`config.mk`:
```
export PLATFORM = sky130hd
export DESIGN_NAME = gmx_lane
export DESIGN_NICKNAME = d
export VERILOG_FILES = /design/src/sv/gmx_pkg.sv /design/src/sv/gmx_lane.sv
export SDC_FILE = /design/constraint.sdc
export NUM_CORES = 1
export LEC_CHECK = 0
export ABC_AREA = 1
export ABC_CLOCK_PERIOD_IN_PS = 16250
export BUFFER_PORTS_ARGS = -buffer_cell sky130_fd_sc_hd__buf_2
export CORE_ASPECT_RATIO = 1.75
export CORE_UTILIZATION = 50
export CTS_BUF_LIST = sky130_fd_sc_hd__clkbuf_4 sky130_fd_sc_hd__clkbuf_8 sky130_fd_sc_hd__clkbuf_16
export DETAILED_ROUTE_END_ITERATION = 16
export GPL_ROUTABILITY_DRIVEN = 1
export PLACE_DENSITY = 0.65
export RECOVER_POWER = 100
export SLEW_MARGIN = 0
export SYNTH_ARGS = -nofsm -noshare
export SYNTH_HDL_FRONTEND = slang
export SYNTH_SLANG_ARGS = --single-unit
```
`constraint.sdc`:
```
create_clock -name clk -period 16.25 [get_ports clk]
set_input_delay 3.25 -clock clk [delete_from_list [all_inputs] [get_ports clk]]
set_output_delay 3.25 -clock clk [all_outputs]
set_load 0.01 [all_outputs]
```
`src/sv/gmx_pkg.sv`:
```
// ----------------------------------------------------------------------------
// gmx_pkg
// Shared widths, constants and types for the saturating gain mixer.
// ----------------------------------------------------------------------------
package gmx_pkg;

	localparam int MAX_CH     = 8;
	localparam int SAMPLE_W   = 16;
	localparam int GAIN_W     = 16;
	localparam int MASK_W     = 8;
	localparam int PROD_W     = 32;
	localparam int FRAC_BITS  = 12;
	localparam int CONTRIB_W  = 20;
	localparam int PAIR_W     = CONTRIB_W + 1;
	localparam int QUAD_W     = CONTRIB_W + 2;
	localparam int SUM_W      = CONTRIB_W + 3;
	localparam int CFG_ADDR_W = 4;
	localparam int IN_DATA_W  = MAX_CH * SAMPLE_W;

	localparam int DEF_NUM_CHANNELS = 8;

	localparam logic signed [GAIN_W-1:0] UNITY_GAIN = 16'sd4096;
	localparam logic signed [SUM_W-1:0]  SAT_HIGH   = 23'sd32767;
	localparam logic signed [SUM_W-1:0]  SAT_LOW    = -23'sd32767;

	typedef struct packed {
		logic en;
		logic present;
	} lane_ctrl_t;

endpackage

```
`src/sv/gmx_lane.sv`:
```
// ----------------------------------------------------------------------------
// gmx_lane
// One channel: gain multiply, then divide by unity gain truncating toward zero.
// ----------------------------------------------------------------------------
module gmx_lane (
	input  logic                                     clk,
	input  gmx_pkg::lane_ctrl_t                      ctrl,
	input  logic signed [gmx_pkg::SAMPLE_W-1:0]      sample,
	input  logic signed [gmx_pkg::GAIN_W-1:0]        gain,
	output logic signed [gmx_pkg::CONTRIB_W-1:0]     contrib_s3
);

	logic signed [gmx_pkg::PROD_W-1:0] prod_d;
	logic signed [gmx_pkg::PROD_W-1:0] prod_s2;
	logic signed [gmx_pkg::PROD_W-1:0] biased;

	assign prod_d = sample * gain;

	// negative products get a bias so the shift rounds toward zero
	assign biased = prod_s2 + (prod_s2[gmx_pkg::PROD_W-1] ?
		gmx_pkg::PROD_W'((1 << gmx_pkg::FRAC_BITS) - 1) : gmx_pkg::PROD_W'(0));

	always_ff @(posedge clk) begin
		if (ctrl.en) begin
			prod_s2    <= ctrl.present ? prod_d : '0;
			contrib_s3 <= biased[gmx_pkg::FRAC_BITS + gmx_pkg::CONTRIB_W - 1:gmx_pkg::FRAC_BITS];
		end
	end

endmodule

```
==> impl_metrics.ini, run 1 <==
[outcome]
status = complete, but fails checks
failed_checks = max-capacitance violations, max-slew violations

[detailed_routing]
drt_first_pass_iters = 7
drtIter0Drc = 448
num_vias = 10730
drt_wl_total_um = 32740
route.detailed.drc = 0
viasPerCell = 5.058
avgRoutedWirePerCell_um = 15.43
ant_nets = 0

[yosys]
yosysMostFrequentCell = inv_1
synth-edff-count = 52
yosysSeqAreaShare_pct = 11.48
synthArstFlopShare_pct = 0
synth_commonest_cells = inv_1, nand2_1, fa_1, nor2_1, ha_1
synth_area_leader_cell = fa_1
synth.distinct_cells = 33
netlist_area_um2 = 13600
ys_ff_latch = 52
syn_nets = 2184
synth.avg_cell_area_um2 = 7.580
yosysTopAreaCellShare_pct = 38.57
syn_inst = 1794
yosysWarnings = 0
synth_top_cells_by_area = fa_1, inv_1, nand2_1
synthFlopType = edfxtp_1

[global_route]
grt_pass1_vias = 11730
grtUsageTotal_pct = 25.74
grt_pass1_wl_um = 55590
grt-ovfl-total = 0
grt_max_degree = 53
antenna_found_initial = 0

[setup_path]
crit_type = primary input to register
worstPathArrival_ns = 9.10
cp-end-kind = register
startpoint_type = primary input
required_ns = 16.30
path_max_fanout = 16
rrSetupSlack_ns = 13.37

[sta]
rsz0062_at_grt = false
max-slew-margin-rel_pct = -78.95
skew_ns = 0.008556
worst_pin_slew_ns = 2.684
setup_tns_ns = 0
slew_viol_final = 53
finalSetupViolations = 0
min_period_ns = 9.046
fmax_mhz = 110.5
hold_viol = 0
fin_crit_sh_pct = 55.67

[floorplanning]
start_util_pct = 50.95
core_um2 = 26690
num_rows = 79
pin_count = 55
die_w_um = 126.7
die_height_um = 220.2
dieArea_um2 = 27890

[clock_network]
clk_root_buffer_cell = clkbuf_16
cts_tree = yes
hold_buffers = 0
cts.sinks = 52
post_cts_buffers = 0
clk_latency_ns = 0.29
cts.reportedPaths.clkPinSlew_ns = 0.07
cts_resized = 0
numCtsBuffers = 5
htreeDepth = 2
cts.path.max_buffers = 2

[placed_design]
dp_hpwl_um = 28540
place.gp.congestion = 0.8982
numPortBuffers = 54

[job]
maxCapViolCount = 1

[hold_path]
hp-class = register to register

[final_layout]
diodes = 0
layout.nets = 2187
drive_gt1_share_pct = 2.670
areaGrowthSynthToFinish_pct = 4.131
==> metal layers <==
metal / GRT usage, % / wire length [um] / part of all wire (%) / vias to the layer above
li1: - / - / - / 5167
met1: 25.26 / 11340 / 35 / 5215
met2: 54.14 / 19010 / 58 / 259
met3: 1.451 / 933 / 2.8 / 92
met4: 11.35 / 1452 / 4.4 / 0
met5: 0 / 0 / 0 / -
==> stage by stage <==
stage,cell area [um2],std cells,setup slack [ns],utilization (%),hold WS [ns]
floorplan,13600,1794,7.776,-,0.5117
global placement,14060,2114,7.200,52.67,0.5744
detailed placement,14060,2114,7.139,52.67,0.5834
CTS,14220,2122,7.428,53.30,0.6026
global route,14160,2122,6.720,53.06,0.6356
finish,14160,2122,7.204,53.06,0.5901
==> path summary, 6_finish.rpt <==
check | cells after the start | startpoint | endpoint
max | 21 | gain[2] | prod_s2[29]$_SDFFCE_PN0P_
min reg2reg | 2 | prod_s2[30]$_SDFFCE_PN0P_ | contrib_s3[18]$_DFFE_PP_
max reg2reg | 8 | prod_s2[31]$_SDFFCE_PN0P_ | contrib_s3[12]$_DFFE_PP_
min | 2 | prod_s2[30]$_SDFFCE_PN0P_ | contrib_s3[18]$_DFFE_PP_
==> state kept, by name, summed over array words and instances, names as in the netlist <==
name / flops
prod_s2: 32
contrib_s3: 20
==> cell families after synthesis <==
group                    after synthesis  share of synthesized area (%)
buffers and inverters                594                          16.41
adder cells (fa/ha/maj)              355                          47.13
AND/OR/NAND/NOR                      694                          20.69
XOR/XNOR                              12                         0.7729
flip-flops                            52                          11.48
AO/OA/AOI/OAI                         87                          3.515
==> layout make-up <==
| class | count | area (um2) |
|---|---|---|
| multi-input cells | 1148 | 9771 |
| flip-flops and latches | 52 | 1562 |
| clock inverters | 3 | 42.54 |
| repair buffers | 54 | 241.5 |
| clock buffers | 5 | 125.1 |
| inverters | 536 | 2013 |
| well taps | 324 | 405.4 |
| fillers | 2685 | 12530 |
==> worst max-delay path, cell delays in order <==
cell	delay, ns
clkbuf_1	0.59
nand2_1	0.19
inv_1	0.12
fa_1	0.54
fa_1	0.87
inv_1	0.12
fa_1	0.51
fa_1	0.56
fa_1	0.43
fa_1	0.50
inv_1	0.04
ha_1	0.34
nand2_1	0.12
nor2_1	0.20
nand3_1	0.12
nor3_1	0.16
nand2_1	0.08
nand3_1	0.14
nand2_1	0.07
nand2_1	0.06
nor2_1	0.06
==> cell usage in the layout, fill, tap and decap left out, drive strengths merged <==
cell type and n:
edfxtp 52, o21a 6, nand4 13, a21o 1, bufinv 1, nor4 2, nand2 493, xor2 8
o211ai 1, and3 1, nand3b 5, nor3b 3, nand3 52, or2 6, clkinvlp 1, fa 262
buf 31, a21oi 50, clkinv 2, inv 535, clkbuf 28, o21bai 6, xnor2 4, ha 93
nor3 15, o21ai 23, and2 2, nor2 102
Power of run 1 is left out: the tool's default activity adds up to more than one toggle a clock period on the data nets, which glitch-free logic cannot reach.
==> run 2: changes to the inputs <==
Settings changed: ABC_AREA 1 to 0, ABC_CLOCK_PERIOD_IN_PS 16250 to 8200, PLACE_DENSITY 0.65 to 0.68.
Clock period 16.25 ns to 8.2 ns, I/O delays scaled along.
==> run 2 against run 1 <==
Effect of this change:
- the flow still finishes with violations (max-capacitance violations, max-slew violations)
- final area decreased by 8.6%
- synthesized cell count decreased by 28%
- routed wire length fell by 11%
- critical path depth shrank 1
- utilization rose by 0.59 points
- count of clock-buffer cells in the layout up 1
- register-to-register slack worse by 8.2 ns
- clock skew down 0.0018 ns
- via count shrank 19%
==> impl_metrics.ini, run 2 <==
[detailed_routing]
route.detailed.drc = 0
viasPerCell = 5.334
num_vias = 8684
avgRoutedWirePerCell_um = 17.88
drt_first_pass_iters = 4
drtIter0Drc = 345
ant_nets = 0
drt_wl_total_um = 29110

[global_route]
antenna_found_initial = 0
grtUsageTotal_pct = 25.42
grt_max_degree = 53
grt-ovfl-total = 0
grt_pass1_vias = 9702
grt_pass1_wl_um = 48330

[placed_design]
place.gp.congestion = 0.9086
dp_hpwl_um = 24370
numPortBuffers = 54

[yosys]
synth_area_leader_cell = fa_1
synth_top_cells_by_area = fa_1, edfxtp_1, inv_1
syn_nets = 1685
synth-edff-count = 52
syn_inst = 1295
yosysWarnings = 0
yosysSeqAreaShare_pct = 12.68
synth.avg_cell_area_um2 = 9.509
synth_commonest_cells = inv_1, fa_1, nand2_1, and2_1, ha_1
yosysMostFrequentCell = inv_1
synthFlopType = edfxtp_1
synth.distinct_cells = 48
synthArstFlopShare_pct = 0
netlist_area_um2 = 12310
ys_ff_latch = 52
yosysTopAreaCellShare_pct = 42.59

[setup_path]
cpLargestDelayFamily = adder cells
path_max_fanout = 16
crit_buf_inv = 5
rrSetupSlack_ns = 5.21
crit_type = primary input to register
slowest_delay_ns = 0.65
worstPathArrival_ns = 7.56
path_common_cell = fa_1
cp-end-kind = register
required_ns = 8.23
crit_path_top_delay_cell = clkbuf_1
r2r-end = contrib_s3[19]$_DFFE_PP_
path_cells = clkbuf_1, and2_0, fa_1, fa_1, ha_1, inv_1, fa_1, inv_1, fa_1, inv_1, fa_1, inv_1, ha_1, a2111oi_0, o21ai_0, nand2_1, o21bai_2, a22oi_1, mux2i_1, or4_1
r2r_start = prod_s2[31]$_SDFFCE_PN0P_
r2r_cells = 8
startpoint_type = primary input

[floorplanning]
start_util_pct = 51.06
num_rows = 75
pin_count = 55
die_height_um = 209.6
core_um2 = 24120
die_w_um = 120.6
dieArea_um2 = 25280

[clock_network]
clk_root_buffer_cell = clkbuf_16
cts.reportedPaths.clkPinSlew_ns = 0.06
post_cts_buffers = 0
hold_buffers = 0
cts.path.max_buffers = 2
cts_tree = yes
numCtsBuffers = 5
cts_resized = 0
cts.sinks = 52
clk_latency_ns = 0.29
htreeDepth = 2

[outcome]
status = complete, but fails checks
failed_checks = max-capacitance violations, max-slew violations

[sta]
fin_crit_sh_pct = 91.81
skew_ns = 0.006742
finalSetupViolations = 0
min_period_ns = 7.528
setup_tns_ns = 0
hold_viol = 0
max-slew-margin-rel_pct = -78.48
slew_viol_final = 53
fmax_mhz = 132.8
worst_pin_slew_ns = 2.677
rsz0062_at_grt = false

[final_layout]
areaGrowthSynthToFinish_pct = 5.070
final_common_cell = inv_1
largest_register_ffs = 32
top_register = prod_s2
final_cell_mix = inv_1, fa_1, nand2_1
layout.nets = 1709
diodes = 0
drive_gt1_share_pct = 3.485
top_regs = prod_s2: 32 flops, contrib_s3: 20 flops

[job]
maxCapViolCount = 1

[hold_path]
whs_path_depth = 1
hold_end = contrib_s3[13]$_DFFE_PP_
hp-class = register to register
min_from = prod_s2[25]$_SDFFCE_PN0P_
## run 2: worst max path at each step
stage	start	endpoint	slack, ns	cells past startpoint
2_1_floorplan	sample[15]	prod_s2[31]$_SDFFCE_PN0P_	1.14	19
3_3_place_gp	gain[5]	prod_s2[28]$_SDFFCE_PN0P_	0.62	20
6_report	sample[2]	prod_s2[16]$_SDFFCE_PN0P_	0.67	20
3_5_place_dp	gain[5]	prod_s2[28]$_SDFFCE_PN0P_	0.57	20
4_1_cts	gain[5]	prod_s2[31]$_SDFFCE_PN0P_	0.86	20
5_1_grt	sample[2]	prod_s2[22]$_SDFFCE_PN0P_	0.41	19
## run 2: kinds of logic after synthesis
kind of cell	share of synthesized area [%]
buffers and inverters	10.92
xor gates and xnor gates	3.129
AOI/OAI and AO/OA	5.151
adders and majority gates	52.04
and+or+nand+nor	15.83
muxes	0.2439
DFF	12.68
## run 2: metrics by stage
step	cells	instance area, um2	util, %	setup WS (ns)	hold slack [ns]
after detailed placement	1620	12840	53.23	0.5665	0.5887
after CTS	1628	12980	53.84	0.8644	0.5987
final	1628	12940	53.65	0.6716	0.6057
after global placement	1620	12840	53.23	0.6170	0.5802
after floorplan	1295	12310	-	1.139	0.5617
after global routing	1628	12940	53.65	0.4133	0.6270
## run 2: cell type report
type / instances / area (um2)
tap: 308 / 385.4
fill: 2225 / 11180
timing repair buffer: 56 / 256.5
clock buffer: 6 / 132.6
sequential: 52 / 1562
clock inverter: 2 / 13.76
inverter: 319 / 1197
multi-input combinational: 885 / 9392
## run 2: metal layers
metal | share of wire [%] | GRT usage, %
met1 | 33 | 25.41
met2 | 56 | 49.13
met3 | 3.1 | 1.766
met4 | 7.8 | 16.94
met5 | 0 | 0
Power of run 2 is left out for the same reason.
==> run 3: changes to the inputs <==
Settings changed: RECOVER_POWER 100 to 25.
==> run 3 against run 2 <==
Effect of this change:
- the flow now finishes without violations
- via count is 0.32% lower
- sequential cell count stayed put
- critical endpoint is now prod_s2[31]$_SDFFCE_PN0P_
- global-route usage did not move
- highest routed layer unchanged
- worst setup slack improved by 0.20 ns
- clock skew hardly changed
- non-clock buffer count unchanged
==> impl_metrics.ini, run 3 (synthesized netlist as in run 2, its figures left out) <==
[detailed_routing]
ant_nets = 0
drt_first_pass_iters = 5
num_vias = 8656
drtIter0Drc = 392
avgRoutedWirePerCell_um = 17.89
route.detailed.drc = 0
drt_wl_total_um = 29120
viasPerCell = 5.317

[final_layout]
largest_register_ffs = 32
utilization_pct = 53.73
drive_gt1_share_pct = 3.864
top_regs = prod_s2: 32 flops, contrib_s3: 20 flops
final_common_cell = inv_1
diodes = 0
final_cell_mix = inv_1, fa_1, nand2_1
layout.nets = 1709
fin_cells = 1628
areaGrowthSynthToFinish_pct = 5.222
top_register = prod_s2

[clock_network]
post_cts_buffers = 0
htreeDepth = 2
clk_root_buffer_cell = clkbuf_16
cts_resized = 0
cts.sinks = 52
numCtsBuffers = 5
cts.path.max_buffers = 2
clk_latency_ns = 0.29
hold_buffers = 0
cts_tree = yes
cts.reportedPaths.clkPinSlew_ns = 0.07

[placed_design]
dp_hpwl_um = 24370
dpl.cell_count = 1620
place.gp.congestion = 0.9086
numPortBuffers = 54

[job]
maxCapViolCount = 0

[sta]
finalSetupViolations = 0
hold_viol = 0
rsz0062_at_grt = false
max-slew-margin-rel_pct = 25.96
fin_crit_sh_pct = 89.31
timing.hold.ws_ns = 0.6072
fmax_mhz = 136.5
slew_viol_final = 0
setup_tns_ns = 0
skew_ns = 0.006332
worst_pin_slew_ns = 1.111
min_period_ns = 7.324

[setup_path]
rrSetupSlack_ns = 5.23
startpoint_type = primary input
path_max_fanout = 16
worstPathArrival_ns = 7.48
crit_type = primary input to register
cp-end-kind = register
required_ns = 8.35

[global_route]
grt_pass1_wl_um = 48330
grtUsageTotal_pct = 25.42
grt_pass1_vias = 9702
antenna_found_initial = 0
grt-ovfl-total = 0
grt_max_degree = 53

[floorplanning]
die_height_um = 209.6
die_w_um = 120.6
start_util_pct = 51.06
dieArea_um2 = 25280
num_rows = 75
pin_count = 55
core_um2 = 24120

[hold_path]
hp-class = register to register

[outcome]
status = finished, final reports clean
## run 3: changes by cell type in the layout (fill, tap and decap cells not counted), sizes merged
cell / delta
clkbuf: -2
buf: +2
## run 3: cell type report
type                            count  area (um2)
Sequential cell                    52        1562
Clock inverter                      2       13.76
Clock buffer                        6       132.6
Fill cell                        2224       11160
Tap cell                          308       385.4
Timing Repair Buffer               56       259.0
Multi-Input combinational cell    885        9408
Inverter                          319        1197
## run 3: metrics by stage
stage               instance area [um2]  setup slack (ns)
finish                            12960            0.8765
global placement                  12840            0.6170
global route                      12960            0.5364
floorplan                         12310             1.139
detailed placement                12840            0.5665
CTS                               12980            0.8644
## run 3: final timing paths
check | start | endpoint | cells after the start
hold / removal | prod_s2[25]$_SDFFCE_PN0P_ | contrib_s3[13]$_DFFE_PP_ | 1
hold reg to reg | prod_s2[25]$_SDFFCE_PN0P_ | contrib_s3[13]$_DFFE_PP_ | 1
setup reg to reg | prod_s2[31]$_SDFFCE_PN0P_ | contrib_s3[15]$_DFFE_PP_ | 8
setup / recovery | gain[5] | prod_s2[31]$_SDFFCE_PN0P_ | 20
## run 3: layer usage
| metal | GRT usage (%) | vias up | routed length, um |
|---|---|---|---|
| met3 | 1.766 | 93 | 913 |
| met1 | 25.41 | 4397 | 9666 |
| li1 | - | 3942 | - |
| met5 | 0 | - | 0 |
| met4 | 16.94 | 0 | 2247 |
| met2 | 49.13 | 224 | 16300 |
## run 3: critical path, cell delays in order
cell	delay [ns]
buf_2	0.28
and2_1	0.23
inv_1	0.07
fa_1	0.54
inv_1	0.07
fa_1	0.78
fa_1	0.52
fa_1	0.53
fa_1	0.50
inv_1	0.05
fa_1	0.49
inv_1	0.04
ha_1	0.36
a21oi_1	0.15
a21boi_0	0.11
a211oi_1	0.32
nand2_1	0.09
a31o_2	0.25
a2111o_1	0.36
nand4_1	0.08
Power of run 3 is left out for the same reason.
